<file path="src/hdl/fdcm_pdiv.sv">
module fdcm_pdiv #(
  parameter int NW    = 8,
  parameter int DW    = 8,
  parameter int QW    = 8,
  parameter int LANES = 1,
  parameter int SW    = 1
) (
  input  logic                       clk_i,
  input  logic                       rst_ni,
  input  logic                       valid_i,
  input  logic [LANES-1:0][NW-1:0]   num_i,
  input  logic [DW-1:0]              den_i,
  input  logic [SW-1:0]              side_i,
  output logic                       valid_o,
  output logic [LANES-1:0][QW-1:0]   quo_o,
  output logic [LANES-1:0][DW-1:0]   rem_o,
  output logic [SW-1:0]              side_o
);

  // Restoring divider, one quotient bit per stage for every lane. Only the
  // low QW quotient bits are kept.
  logic [NW-1:0]                   v_q;
  logic [LANES-1:0][NW-1:0]        num_q [NW-1];
  logic [LANES-1:0][DW-1:0]        rem_q [NW];
  logic [LANES-1:0][QW-1:0]        quo_q [NW];
  logic [DW-1:0]                   den_q [NW];
  logic [SW-1:0]                   side_q [NW];

  for (genvar k = 0; k < NW; k++) begin : g_stage
    logic                     pv;
    logic [LANES-1:0][NW-1:0] pn;
    logic [LANES-1:0][DW-1:0] pr;
    logic [LANES-1:0][QW-1:0] pq;
    logic [DW-1:0]            pd;
    logic [SW-1:0]            ps;
    logic [LANES-1:0][NW-1:0] nn;
    logic [LANES-1:0][DW-1:0] nr;
    logic [LANES-1:0][QW-1:0] nq;

    if (k == 0) begin : g_first
      assign pv = valid_i;
      assign pn = num_i;
      assign pr = '0;
      assign pq = '0;
      assign pd = den_i;
      assign ps = side_i;
    end else begin : g_next
      assign pv = v_q[k-1];
      assign pn = num_q[k-1];
      assign pr = rem_q[k-1];
      assign pq = quo_q[k-1];
      assign pd = den_q[k-1];
      assign ps = side_q[k-1];
    end

    always_comb begin
      logic [DW:0] trial;
      logic        qbit;
      trial = '0;
      qbit  = 1'b0;
      for (int l = 0; l < LANES; l++) begin
        trial = {pr[l], pn[l][NW-1]};
        qbit  = (trial >= {1'b0, pd});
        if (qbit) begin
          nr[l] = DW'(trial - {1'b0, pd});
        end else begin
          nr[l] = trial[DW-1:0];
        end
        nq[l] = QW'({pq[l], qbit});
        nn[l] = pn[l] << 1;
      end
    end

    always_ff @(posedge clk_i or negedge rst_ni) begin
      if (!rst_ni) begin
        v_q[k] <= 1'b0;
      end else begin
        v_q[k] <= pv;
      end
    end

    always_ff @(posedge clk_i) begin
      rem_q[k]  <= nr;
      quo_q[k]  <= nq;
      den_q[k]  <= pd;
      side_q[k] <= ps;
    end

    if (k < NW - 1) begin : g_keep
      always_ff @(posedge clk_i) begin
        num_q[k] <= nn;
      end
    end
  end

  assign valid_o = v_q[NW-1];
  assign quo_o   = quo_q[NW-1];
  assign rem_o   = rem_q[NW-1];
  assign side_o  = side_q[NW-1];

  // A finished remainder is always below a nonzero divisor.
  a_rem_below_den: assert property (@(posedge clk_i) disable iff (!rst_ni)
    (v_q[NW-1] && den_q[NW-1] != '0) |->
      (rem_q[NW-1][0] < den_q[NW-1] && rem_q[NW-1][LANES-1] < den_q[NW-1]))
    else $error("divider remainder not below divisor");

  // Every item that enters comes out again at the end of the divider.
  a_valid_delay: assert property (@(posedge clk_i) disable iff (!rst_ni)
    valid_i |-> ##NW valid_o)
    else $error("divider dropped an item");

  // Nothing comes out that did not enter the divider before it.
  a_no_spurious: assert property (@(posedge clk_i) disable iff (!rst_ni)
    valid_o |-> $past(valid_i, NW))
    else $error("divider produced an item from nowhere");

endmodule

</file>
<file path="config.mk">
export PLATFORM = sky130hd
export DESIGN_NAME = fdcm_pdiv
export DESIGN_NICKNAME = d
export VERILOG_FILES = /design/src/hdl/fdcm_pdiv.sv
export SDC_FILE = /design/constraint.sdc
export NUM_CORES = 1
export LEC_CHECK = 0
export BUFFER_PORTS_ARGS = -buffer_cell sky130_fd_sc_hd__buf_2
export CAP_MARGIN = 20
export CORE_UTILIZATION = 61
export CTS_CLUSTER_SIZE = 8
export DETAILED_ROUTE_END_ITERATION = 7
export PLACE_DENSITY = 0.79
export SLEW_MARGIN = 20
export SYNTH_ARGS = -nofsm -noshare
export SYNTH_HDL_FRONTEND = slang
export SYNTH_SLANG_ARGS = --single-unit
</file>
<file path="constraint.sdc">
create_clock -name clk_i -period 2.32 [get_ports clk_i]
set_input_delay 0.348 -clock clk_i [delete_from_list [all_inputs] [get_ports clk_i]]
set_output_delay 0.348 -clock clk_i [all_outputs]
set_load 0.005 [all_outputs]
</file>
==> impl_metrics.py <==
metrics = {
    "sta": {
        "tightest_slew_ns": 0.464,
        "finalCritPeriodShare": 0.941,
        "relSlewSlack": 0.689,
        "rsz0062_at_grt": "false",
        "fin_tns_setup_ns": 0,
        "final_hold_viol_count": 0,
        "setup_viol": 0,
        "slew_viol_final": 0,
        "finalClockSkew_ns": 0.0118,
        "period_minus_slack_ns": 2.18,
        "fmax_mhz": 458,
    },
    "finish": {
        "utilization": 0.706,
        "syn_to_final_growth_pct": 12.9,
        "nNetsFinal": 829,
        "drive_gt1_frac": 0.189,
        "antennaDiodeCount": 0,
    },
    "critical_path": {
        "worstPathRequired_ns": 2.63,
        "crit_type": "reg -> reg",
        "cp_max_fo": 3,
        "crit_path_end_kind": "flop",
        "ff2ff_path_depth": 8,
        "worstPathArrival_ns": 2.49,
        "startpoint_type": "flop",
    },
    "detailed_routing": {
        "drt-total-wl_um": 13100,
        "ant_nets": 0,
        "vias_per_cell": 5.43,
        "vias": 5047,
        "post-route-drc-count": 0,
        "firstDrtPassIters": 5,
        "first_iter_violations": 224,
        "avgRoutedWirePerCell_um": 14.1,
    },
    "logic_synthesis": {
        "syn_inst": 686,
        "syn_nets": 771,
        "yosysUniqueCellTypes": 55,
        "synth-seq-cells": 200,
        "synth_edf_count": 0,
        "ys_warn_count": 0,
        "yosysSeqAreaShare": 0.512,
        "synth_flop_cell": "dfxtp_1",
        "syn_area_um2": 7900,
        "synth_largest_area_cell": "dfxtp_1",
        "netlist.area_leader.share": 0.487,
        "synth_area_per_cell_um2": 11.5,
        "synth.top_cells.by_area": "dfxtp_1, ha_1, mux2_4, inv_1, dfrtp_1",
        "ys_async_sr_fraction": 0.0400,
    },
    "floorplanning": {
        "rows": 41,
        "initial_core_util": 0.626,
        "ios": 38,
        "dieArea_um2": 13400,
        "die_x_um": 116,
        "die_h_um": 116,
        "core_area_um2": 12600,
    },
    "place": {
        "gp_congestion": 0.925,
        "portBuffers": 37,
        "dpl.hpwl_um": 10000,
    },
    "cts": {
        "clk_latency_ns": 0.43,
        "clk_pin_slew_ns": 0.07,
        "cts-root-buf": "clkbuf_16",
        "cts_tree": "done",
        "cts_sinks": 200,
        "cts_setup_buffers": 0,
        "numCtsBuffers": 17,
        "htreeDepth": 4,
        "clock_path_buffers": 2,
    },
    "global_routing": {
        "grt_max_degree": 19,
        "grt_pass1_vias": 5026,
        "overflow": 0,
        "grt_pass1_wl_um": 21700,
        "antenna_found_initial": 0,
        "grt.total_usage": 0.211,
    },
    "pwr": {
        "power_frac_clock": 0.275,
        "p_comb_frac": 0.319,
        "power_density_nw_per_um2": 1160,
        "sw_frac_of_total": 0.298,
        "p_leak_nw": 4.35,
        "seqPwrFrac": 0.406,
        "p_sw_w": 0.00309,
        "p_int_w": 0.00728,
        "ir_worst_vdd_mv": 0.708,
    },
    "job": {
        "cap_violations": 0,
    },
    "status": {
        "status": "finished clean",
    },
    "worst_hold_path": {
        "whs_path_depth": 1,
        "hold_path_class": "in -> reg",
    },
}
## routing by layer
layer / track usage / share of wire / vias to the layer above
met5: 0 / 0 / -
met4: 0.125 / 0.038 / 0
met3: 0.0607 / 0.031 / 48
met2: 0.394 / 0.54 / 107
met1: 0.207 / 0.39 / 2395
li1: - / - / 2497
## layout by cell type (no fill, tap or decap), types with 11 or more instances in the layout
cell type,count
mux2i_1,14
clkbuf_16,17
inv_1,81
o21ai_0,11
nand2_1,12
dfxtp_1,192
nand2b_1,15
a21o_1,15
a21oi_1,18
nand3_1,12
nor2_1,34
mux2_4,30
buf_2,37
ha_1,58
xnor2_1,19
nor3_1,24
## final timing paths
| path | startpoint | end | slack (ns) |
|---|---|---|---|
| setup / recovery | num_q[3][6] | rem_q[1][6] | 0.14 |
| hold / removal | num_i[1] | num_q[0][1] | 0.03 |
| setup reg to reg | num_q[3][6] | rem_q[1][6] | 0.14 |
| hold reg to reg | num_q[1][2] | num_q[2][3] | 0.33 |
| max in group asynchronous | rst_ni | g_stage[2].pv | 1.87 |
| min in group asynchronous | rst_ni | g_stage[7].pv | 0.29 |
## metrics by stage
step / hold slack (ns) / setup slack, ns / cell area, µm² / instances / power (W)
global placement: 0.193 / 0.187 / 8250 / 891 / 0.00739
floorplan: 0.0524 / 0.366 / 7900 / 686 / 0.00688
detailed placement: 0.202 / 0.130 / 8250 / 891 / 0.00754
global route: 0.00906 / 0.00568 / 8910 / 929 / 0.0109
finish: 0.0274 / 0.138 / 8910 / 929 / 0.0104
CTS: 0.00333 / 0.117 / 8900 / 929 / 0.0104
## power groups by stage
stage	clock (W)	combinational [W]	sequential, W
finish	0.00285	0.00331	0.00421
global route	0.00306	0.00361	0.00427
CTS	0.00293	0.00327	0.00422
detailed placement	0	0.00324	0.00429
global placement	0	0.00312	0.00428
floorplan	0	0.00266	0.00422
## Yosys cell counts, drive strengths merged, types with 2 or more instances
| cell type | number |
|---|---|
| a31oi | 3 |
| a311oi | 2 |
| a21o | 20 |
| nor2 | 34 |
| nor3 | 25 |
| a211oi | 13 |
| xnor2 | 19 |
| a311o | 7 |
| xor2 | 4 |
| a21oi | 19 |
| fa | 7 |
| buf | 11 |
| and3 | 4 |
| dfxtp | 192 |
| a2111oi | 5 |
| mux2 | 41 |
| nand3 | 12 |
| o21ai | 15 |
| nand2 | 12 |
| mux2i | 14 |
| ha | 58 |
| nor3b | 4 |
| o311a | 6 |
| clkbuf | 3 |
| dfrtp | 8 |
| nor2b | 7 |
| inv | 82 |
| nand2b | 15 |
| nor4 | 6 |
| o31a | 6 |
| a211o | 10 |
| o21a | 11 |
## final cells by class
type,instances,area (µm²)
Clock buffer,19,453
Inverter,82,308
Tap cell,172,215
Fill cell,907,3710
Timing Repair Buffer,53,320
Multi-Input combinational cell,390,3440
Clock inverter,13,134
Sequential cell,200,4040
## logic make-up after synthesis
logic type,synth area share
DFF,0.512
and+or+nand+nor,0.0807
AOI/OAI and AO/OA,0.127
buffers and inverters,0.0542
adders and majority gates,0.110
muxes,0.0905
xor gates and xnor gates,0.0255
## flip-flops by register name, summed over array words and instances, names as in the netlist
signal      cells
g_stage.pv      7
valid_o         1
den_q          56
num_q          28
quo_q          36
rem_q          64
side_q          8
## critical path, cell delays in order (launching register included)
cell and delay, ns:
dfxtp_1 0.31, inv_1 0.06, ha_1 0.22, fa_1 0.41, nor2b_1 0.20, o31a_1 0.22, nor4_1 0.06, a311o_1 0.33
mux2_4 0.26
## timing repair
action	in CTS	in global routing
hold endpoints to repair	13	0
resized for setup	0	2
hold buffers	6	0
setup endpoints to repair	0	12
(Power assumes the default switching activity.)
